===== src/gtpf_pkg.sv =====
// ----------------------------------------------------------------------------
// gtpf_pkg
// Shared types and codes of the group test positive finder.
// ----------------------------------------------------------------------------
`default_nettype none

package gtpf_pkg;

    localparam int IDX_W = 10;
    localparam int CNT_W = 11;
    localparam logic [CNT_W-1:0] MAX_ITEMS = 11'd1024;

    localparam logic [1:0] KIND_QUERY = 2'd0;
    localparam logic [1:0] KIND_FOUND = 2'd1;
    localparam logic [1:0] KIND_DONE  = 2'd2;

    localparam logic OP_START  = 1'b0;
    localparam logic OP_ANSWER = 1'b1;

    localparam logic REG_NUM_ITEMS  = 1'b0;
    localparam logic REG_GROUP_SIZE = 1'b1;

    typedef enum logic [2:0] {
        PH_IDLE  = 3'b001,
        PH_BLOCK = 3'b010,
        PH_SPLIT = 3'b100
    } phase_t;

    typedef struct packed {
        logic [1:0]       kind;
        logic [IDX_W-1:0] range_low;
        logic [CNT_W-1:0] range_high;
        logic             last_of_run;
    } result_t;

endpackage

`default_nettype wire


===== src/group_test_positive_finder_unit.sv =====
// ----------------------------------------------------------------------------
// group_test_positive_finder_unit
// Binary-splitting group test sequencer over a row of up to 1024 items.
// ----------------------------------------------------------------------------
// Usage:
//   Input channel (in_valid / in_stall): opcode start launches a scan at item
//   0; opcode answer carries pool_positive for the last pool query issued.
//   Output channel (out_valid / out_stall): each beat is a pool query, a found
//   item or a done marker; last_of_run flags the final beat of one input.
//   Each input yields zero, one or two result beats.
//   Config port (cfg_we / cfg_index / cfg_data): index 0 num_items, index 1
//   group_size; write only while the block is idle.
// Timing:
//   An accepted input is decoded in the same cycle against the search state;
//   its results land in a four-entry result queue, and the output shows the
//   oldest queued result. One input is taken per cycle as long as the
//   queue has two free slots; in_stall rises when more than two results wait.
// Reset:
//   Phase goes idle, num_items = 1024, group_size = 1, queue empty.
// Stall:
//   A stalled output beat holds; further inputs are taken until the queue
//   runs short of room for two more results.
// ----------------------------------------------------------------------------
`default_nettype none

module group_test_positive_finder_unit (
    input  wire logic                    clk,
    input  wire logic                    rst_n,
    input  wire logic                    in_valid,
    output logic                         in_stall,
    input  wire logic                    opcode,
    input  wire logic                    pool_positive,
    output logic                         out_valid,
    input  wire logic                    out_stall,
    output logic [1:0]                   kind,
    output logic [gtpf_pkg::IDX_W-1:0]   range_low,
    output logic [gtpf_pkg::CNT_W-1:0]   range_high,
    output logic                         last_of_run,
    input  wire logic                    cfg_we,
    input  wire logic                    cfg_index,
    input  wire logic [gtpf_pkg::CNT_W-1:0] cfg_data
);
    import gtpf_pkg::*;

    // Configuration registers
    logic [CNT_W-1:0] num_items_reg;
    logic [CNT_W-1:0] group_size_reg;

    // Search state
    phase_t           phase_reg, phase_next;
    logic [IDX_W-1:0] sl_reg, sl_next;
    logic [CNT_W-1:0] sh_reg, sh_next;

    // Result queue
    result_t          fifo_reg [4];
    logic [1:0]       wr_ptr_reg, rd_ptr_reg;
    logic [2:0]       count_reg;

    logic             in_accept, out_pop;
    result_t          res0, res1;
    logic [1:0]       nres;

    // Decode datapath
    logic [CNT_W-1:0] n_eff;
    logic [IDX_W+1:0] cur_sum, nar_sum;
    logic [CNT_W-1:0] cur_mid, nar_mid;
    logic [IDX_W-1:0] nl;
    logic [CNT_W-1:0] nh;
    logic             split_ok;
    logic [CNT_W-1:0] nb_pos, nb_rem, nb_len, nb_hi;
    logic             nb_done;
    result_t          nb_res;
    logic             take_nb, take_narrow;

    assign in_stall  = (count_reg > 3'd2);
    assign in_accept = in_valid && !in_stall;
    assign out_valid = (count_reg != 3'd0);
    assign out_pop   = out_valid && !out_stall;

    assign kind        = fifo_reg[rd_ptr_reg].kind;
    assign range_low   = fifo_reg[rd_ptr_reg].range_low;
    assign range_high  = fifo_reg[rd_ptr_reg].range_high;
    assign last_of_run = fifo_reg[rd_ptr_reg].last_of_run;

    always_comb
    begin
        // Clamp the item count to the row length
        n_eff = (num_items_reg > MAX_ITEMS) ? MAX_ITEMS : num_items_reg;

        // Midpoint of the range held in state
        cur_sum = {2'b00, sl_reg} + {1'b0, sh_reg};
        cur_mid = cur_sum[CNT_W:1];

        // Range to narrow: split answers move one bound to the midpoint
        nl = sl_reg;
        nh = sh_reg;
        if (phase_reg == PH_SPLIT)
        begin
            if (pool_positive)
                nh = cur_mid;
            else
                nl = cur_mid[IDX_W-1:0];
        end
        split_ok = (({1'b0, nl} + 11'd1) < nh);
        nar_sum  = {2'b00, nl} + {1'b0, nh};
        nar_mid  = nar_sum[CNT_W:1];

        // Which first-level pool start applies to this input
        if (opcode == OP_START)
            nb_pos = '0;
        else if (phase_reg == PH_BLOCK && !pool_positive)
            nb_pos = sh_reg;
        else
            nb_pos = {1'b0, nl} + 11'd1;

        nb_done = (group_size_reg == '0) || (nb_pos >= n_eff);
        nb_rem  = n_eff - nb_pos;
        nb_len  = (group_size_reg < nb_rem) ? group_size_reg : nb_rem;
        nb_hi   = nb_pos + nb_len;
        if (nb_done)
            nb_res = '{kind: KIND_DONE, range_low: '0, range_high: '0, last_of_run: 1'b0};
        else
            nb_res = '{kind: KIND_QUERY, range_low: nb_pos[IDX_W-1:0],
                       range_high: nb_hi, last_of_run: 1'b0};

        take_nb     = 1'b0;
        take_narrow = 1'b0;
        if (opcode == OP_START)
            take_nb = 1'b1;
        else
        begin
            case (phase_reg)
                PH_BLOCK:
                begin
                    if (pool_positive)
                        take_narrow = 1'b1;
                    else
                        take_nb = 1'b1;
                end
                PH_SPLIT: take_narrow = 1'b1;
                default:  ;
            endcase
        end

        phase_next = phase_reg;
        sl_next    = sl_reg;
        sh_next    = sh_reg;
        res0       = '0;
        res1       = '0;
        nres       = 2'd0;

        if (take_nb)
        begin
            res0 = nb_res;
            nres = 2'd1;
        end
        else if (take_narrow)
        begin
            sl_next = nl;
            sh_next = nh;
            if (split_ok)
            begin
                // Query the lower half
                res0 = '{kind: KIND_QUERY, range_low: nl, range_high: nar_mid,
                         last_of_run: 1'b0};
                phase_next = PH_SPLIT;
                nres = 2'd1;
            end
            else
            begin
                // Single item left: report it, then form the next pool
                res0 = '{kind: KIND_FOUND, range_low: nl, range_high: '0,
                         last_of_run: 1'b0};
                res1 = nb_res;
                nres = 2'd2;
            end
        end

        if (take_nb || (take_narrow && !split_ok))
        begin
            if (nb_done)
                phase_next = PH_IDLE;
            else
            begin
                phase_next = PH_BLOCK;
                sl_next    = nb_pos[IDX_W-1:0];
                sh_next    = nb_hi;
            end
        end

        // Flag the final beat of this input
        if (nres == 2'd2)
            res1.last_of_run = 1'b1;
        else
            res0.last_of_run = 1'b1;
    end

    always_ff @(posedge clk or negedge rst_n)
    begin
        if (!rst_n)
        begin
            num_items_reg  <= MAX_ITEMS;
            group_size_reg <= 11'd1;
            phase_reg      <= PH_IDLE;
            sl_reg         <= '0;
            sh_reg         <= '0;
            wr_ptr_reg     <= '0;
            rd_ptr_reg     <= '0;
            count_reg      <= '0;
        end
        else
        begin
            if (cfg_we)
            begin
                case (cfg_index)
                    REG_NUM_ITEMS:  num_items_reg  <= cfg_data;
                    REG_GROUP_SIZE: group_size_reg <= cfg_data;
                    default:        ;
                endcase
            end
            if (in_accept)
            begin
                phase_reg  <= phase_next;
                sl_reg     <= sl_next;
                sh_reg     <= sh_next;
                wr_ptr_reg <= wr_ptr_reg + nres;
            end
            if (out_pop)
                rd_ptr_reg <= rd_ptr_reg + 2'd1;
            count_reg <= count_reg + (in_accept ? {1'b0, nres} : 3'd0)
                         - (out_pop ? 3'd1 : 3'd0);
        end
    end

    // Queue payload: push up to two results per accepted input
    always_ff @(posedge clk)
    begin
        if (in_accept)
        begin
            if (nres != 2'd0)
                fifo_reg[wr_ptr_reg] <= res0;
            if (nres == 2'd2)
                fifo_reg[wr_ptr_reg + 2'd1] <= res1;
        end
    end

endmodule

`default_nettype wire


===== config.mk =====
export PLATFORM = sky130hd
export DESIGN_NAME = group_test_positive_finder_unit
export DESIGN_NICKNAME = d
export VERILOG_FILES = /design/src/gtpf_pkg.sv /design/src/group_test_positive_finder_unit.sv
export SDC_FILE = /design/constraint.sdc
export NUM_CORES = 1
export LEC_CHECK = 0
export ABC_AREA = 1
export BUFFER_PORTS_ARGS = -buffer_cell sky130_fd_sc_hd__buf_2
export CORE_ASPECT_RATIO = 1.5
export CORE_UTILIZATION = 45
export DETAILED_ROUTE_END_ITERATION = 12
export GPL_ROUTABILITY_DRIVEN = 0
export HOLD_SLACK_MARGIN = 0.06
export PLACE_DENSITY_LB_ADDON = 0.12
export SYNTH_ARGS = -nofsm -noshare
export SYNTH_HDL_FRONTEND = slang
export SYNTH_SLANG_ARGS = --single-unit

===== constraint.sdc =====
create_clock -name clk -period 7.25 [get_ports clk]
set_input_delay 1.0875 -clock clk [delete_from_list [all_inputs] [get_ports clk]]
set_output_delay 1.0875 -clock clk [all_outputs]
set_load 0.03 [all_outputs]

## After elaboration in Yosys (flattened, before gate mapping)

Memory sizes are Yosys's and may differ from the RTL's.
Cells that the tools add are included.

| cells by class | value |
|---|---|
| $add $sub $neg | 10 |
| multipliers | 0 |
| divide/modulo/power cells | 0 |
| $lt $le $gt $ge | 5 |
| equal/unequal tests | 4 |
| shift operators | 0 |
| multiplexer cells | 47 |
| bitwise operators | 1 |
| reduce and logical (&&, ||, !) cells | 18 |

Operators with widths:

| cell | number |
|---|---|
| $mux W24 | 5 |
| $mux W11 | 10 |
| $mux W10 | 6 |
| $mux W23 | 2 |
| $add A10 B11 Y12 | 2 |
| $lt A11 B11 Y1 | 2 |
| $mux W1 | 14 |
| $mux W3 | 4 |
| $add A10 B1 Y11 const B | 1 |
| $add A11 B11 Y11 | 1 |
| $ge A11 B11 Y1 | 1 |
| $gt A11 B11 Y1 const B | 1 |
| $logic_not A11 Y1 | 1 |
| $sub A11 B11 Y11 | 1 |
| $mux W2 | 5 |
| $reduce_bool A2 Y1 | 3 |
| $add A2 B1 Y2 const B | 2 |
| $logic_and A1 B1 Y1 | 4 |
| $logic_not A1 Y1 | 4 |
| $reduce_and A2 Y1 | 2 |
| $reduce_and A4 Y1 | 1 |
| $add A3 B2 Y3 | 1 |
| $eq A3 B2 Y1 const B | 1 |
| $eq A3 B3 Y1 const B | 1 |
| other kinds (9) | 10 |

| storage, ports and cells | value |
|---|---|
| register bits after elaboration | 53 |
| latch bits | 0 |
| bits in writable memories | 96 |
| memory bits (read-only) | 0 |
| bits of input ports | 19 |
| output and inout bits | 26 |
| word-level logic and storage cells | 94 |
| memories kept | 1 |

Memory list:

| memory | depth | width | read ports | clocked after memory_dff | wr ports | RTL line | RTL |
|---|---|---|---|---|---|---|---|
| fifo_reg | 4 | 24 | 1 | 0 | 2 | group_test_positive_finder_unit.sv:55 | `result_t fifo_reg [4];` |

## Logic depth before layout (Yosys ltp)

| depth | value |
|---|---|
| depth in word-level cells | 15 |
| depth in mapped cells | 51 |
| mapped depth without buffers | 50 |

## Worst setup path before layout

OpenSTA, ideal clock, no wires.

| timing | value |
|---|---|
| path type | in2reg |
| start point | input port pool_positive |
| end point | memory fifo_reg[3][11] (netlist name), data pin |
| setup time | 0.252 ns |
| arrival | 6.536 ns |
| required time | 6.998 ns |
| setup slack | 0.462 ns |
| cell stages on the path | 45 |
| path buffers | 1 |
| path through | inv_1 nand2_2 inv_1 nand2_1 o21ai_1 inv_1 ha_1 nor2_1 nor3_1 inv_1 ha_1 nand3b_1 and2_1 inv_2 nand2_1 nand2_1 a21oi_1 o21ai_0 [9 not listed] ha_1 fa_1 nand3_1 nand3_1 inv_1 o21ai_0 nand2_1 nand2_1 a21oi_1 nand3_1 nand2_1 inv_1 nand2_1 nand2_1 nand3_2 nand2_2 nand2_1 nand2_1 |

RTL lines:

| item | RTL line | RTL |
|---|---|---|
| from (decl) | group_test_positive_finder_unit.sv:32 | `input wire logic pool_positive,` |
| to (decl) | group_test_positive_finder_unit.sv:55 |  |

==> metrics.md <==
| Metric | Value |
|---|---|
| Status | `complete, no violations` |
| Post-synthesis xor/xnor area fraction | `between 2 and 2.5%` |
| Clock Skew | `0.0132 ns` |
| First-pass GRT wire length | `55300 um` |
| Total power | `6.22 mW` |
| NumNets Final | `approximately 1600` |
| Core area | `24400 um^2` |
| Peak VDD IR | `around 0.23 mV` |
| Final cell count without fillers | `about 1900` |
| PwrDens | `497 nW/um^2` |
| Simple-gate share of the synthesized area | `between 20% and 30%` |
| Worst rel slew slack | `41.2%` |
| Fillers | `about 2400` |
| Commonest non-fill, non-tap cell in the layout | `nand2_1` |
| Seq cells post-synth | `149` |
| Setup ws final | `0.547 ns` |
| Max stage delay cell, worst path | `fa_2` |
| Post-synthesis sequential area ratio | `a little under two fifths` |
| DRC | `0` |
| Clk sinks | `between 100 and 150` |
| Die H | `between 150 and 200 um` |
| Mapped cell area | `roughly 11000 um^2` |
| Worst-Margin Slew | `0.881 ns` |
| Max Fclk | `149 MHz` |
| WHS Path Cells | `2` |
| Synth-to-Final Area Change | `11.4%` |
| Gate Count Post-Synth | `1486` |
| Antenna Nets Post-Route | `0` |
| Slowest Stage Delay on Critical Path | `0.53 ns` |
| DRT Pass-1 Iters | `5` |
| Vias per Instance | `5.57` |
| Crit path DAT | `6.90 ns` |
| CP required | `approximately 7.5 ns` |
| Async set-or-reset flop fraction in the synthesized netlist | `between 30 and 40%` |
| Design Area, Final | `12500 um^2` |
| Via Count | `between 10000 and 15000` |
| Max H-tree Level | `4` |
| Hold Crit Start | `fifo_reg[2][22]$_SDFFE_PP0P_` |
| Final Hold Slack | `0.472 ns` |
| Synth Area in Adders | `8.02%` |
| Main combinational cell family by area after synthesis | `simple AND/OR/NAND/NOR gates` |
| Reg-to-Reg Start | `sh_reg[0]$_DFFE_PN0P_` |
| Kind of critical path | `flip-flop to flip-flop` |
| Layout cells sized above 1 | `between 10% and 20%` |
| Syn. warnings | `0` |
| CTS tree | `yes` |
| Total Routing Usage GR | `a little under 30%` |
| Final Setup Violations | `0` |
| Hold_buf cts | `0` |
| Clk_lat worst skew | `0.45 ns` |
| Placed inst area | `11800 um^2` |
| Buffers on Ports | `44` |
| Synth Area per Inst | `7.56 um^2` |
| Post-synth EDFFs | `92` |
| DRT iter0 DRCs | `772` |
| Top_reg_cell synth | `edfxtp_1` |
| Site Rows | `70` |
| Fin. Hold Viols | `0` |
| Worst Reg2Reg Path Length in Cells | `44` |
| Most frequent cells in the layout | `nand2_1, inv_1, o21ai_0, nor2_1, edfxtp_1` |
| Root buffer cell | `clkbuf_16` |
| Yosys top cell area share | `24.6%` |
| Routed WL | `35300 um` |
| Placed insts | `1837` |
| Crit Path Max Fanout | `5` |
| Vias in the first global route | `10200` |
| Post-synthesis mux area share | `0%` |
| Hold Crit Endpoint | `fifo_reg[2][22]$_SDFFE_PP0P_` |
| Dpl ws | `-0.0391 ns` |
| N_diodes | `0` |
| Slew Viols, Final | `0` |
| Synth top area cells | `edfxtp_1, nand2_1, dfrtp_1` |
| Longest Clk Path Bufs | `2` |
| Largest register FFs | `96` |
| CTS Buf Count | `17` |
| Min-delay worst type | `flip-flop to flip-flop` |
| MaxCap Viol Count | `0` |
| Synth area leader | `edfxtp_1` |
| Leakage Power | `5.79 nW` |
| Synth Net Count | `1574` |
| Startpoint types | `flip-flop` |
| CP most frequent cell | `nand2_1` |
| GR Overflow Total | `0` |
| Fraction of the mapped netlist area in compound gates | `16.6%` |
| Register-to-register setup slack | `0.55 ns` |
| Dpl hpwl | `26700 um` |
| Fin crit share | `92.5%` |
| Setup_tns | `0 ns` |
| Die span in x | `131 um` |
| DIE AREA | `25600 um^2` |
| Final min period | `6.70 ns` |
| Clock-pin slew on the worst setup and hold paths | `0.06 ns` |
| Starting Density | `46.0%` |
| Initial antenna violation count | `0` |
| RSZ-0062 raised after global routing | `false` |
| Worst setup EP type | `flip-flop` |
| RR Endpoint | `fifo_reg[1][11]$_DFFE_PP_` |
| WL/cell | `18.9 um` |
| Largest net degree at the start of global routing | `54` |
| Yosys cell types | `57` |
| Io pins | `45` |
| Final Util | `51.2%` |
==> worst max-delay path: cells and delay by family (launching register included) <==
family / cells / cell delay (ns)
adder cells (fa/ha/maj): 5 / 1.72
XOR/XNOR: 2 / 0.52
AO/OA/AOI/OAI: 7 / 0.94
buffers and inverters: 7 / 0.59
flip-flops: 1 / 0.42
AND/OR/NAND/NOR: 23 / 2.27
==> cells in the mapped netlist (16+ instances only) <==
library cell,number
nand2_1,400
inv_1,166
o21ai_0,157
nor2_1,105
edfxtp_1,92
nand3_1,72
ha_1,64
a21oi_1,50
dfrtp_1,50
o22ai_1,47
clkbuf_1,34
o21ai_1,23
nand2_2,21
nand4_1,20
xor2_1,20
o211ai_1,16
==> power breakdown <==
group	switching, mW	internal, mW
registers	0.131	1.06
clock network	0.388	0.526
logic	2.81	1.29
==> area by class of cell <==
type	count	area (um^2)	area share (%)
clock buffers	18	439	3.51
clock inverters	14	165	1.32
inverters	187	724	5.79
multi-input cells	1096	6090	48.6
flip-flops and latches	149	4170	33.3
well taps	324	405	3.24
repair buffers	83	513	4.10
repair inverters	1	7.51	0.0600
==> how the worst max path moves through the flow <==
stage	slack [ns]	cells past startpoint	end	start
6_report	0.55	44	fifo_reg[1][11]$_DFFE_PP_	sh_reg[0]$_DFFE_PN0P_
5_1_grt	0.02	46	fifo_reg[3][11]$_DFFE_PP_	sh_reg[0]$_DFFE_PN0P_
4_1_cts	0.29	43	fifo_reg[1][11]$_DFFE_PP_	sl_reg[0]$_DFFE_PN0P_
3_5_place_dp	-0.04	42	fifo_reg[1][11]$_DFFE_PP_	pool_positive
3_3_place_gp	-0.01	41	fifo_reg[2][11]$_DFFE_PP_	pool_positive
2_1_floorplan	0.46	45	fifo_reg[3][11]$_DFFE_PP_	pool_positive
==> logic make-up after synthesis <==
| group | Yosys count |
|---|---|
| AO/OA/AOI/OAI | 326 |
| XOR/XNOR | 28 |
| adder cells (fa/ha/maj) | 69 |
| buffers and inverters | 241 |
| flip-flops | 149 |
| AND/OR/NAND/NOR | 673 |
==> what timing repair did <==
| item | CTS | global route |
|---|---|---|
| endpoints found under the hold margin | 0 | 0 |
| resized for setup | 0 | 14 |
| setup endpoints to repair | 0 | 24 |
| setup buffers | 0 | 2 |
==> layer usage <==
metal  part of all wire, %  GRT usage (%)  up-vias
met5                     0              0        -
met3                   4.0           3.70      109
met1                    39           32.5     4894
li1                      -              -     5082
met2                    51           50.9      343
met4                   6.1           18.4        0
Note: power is estimated with default switching activity, not from simulation.
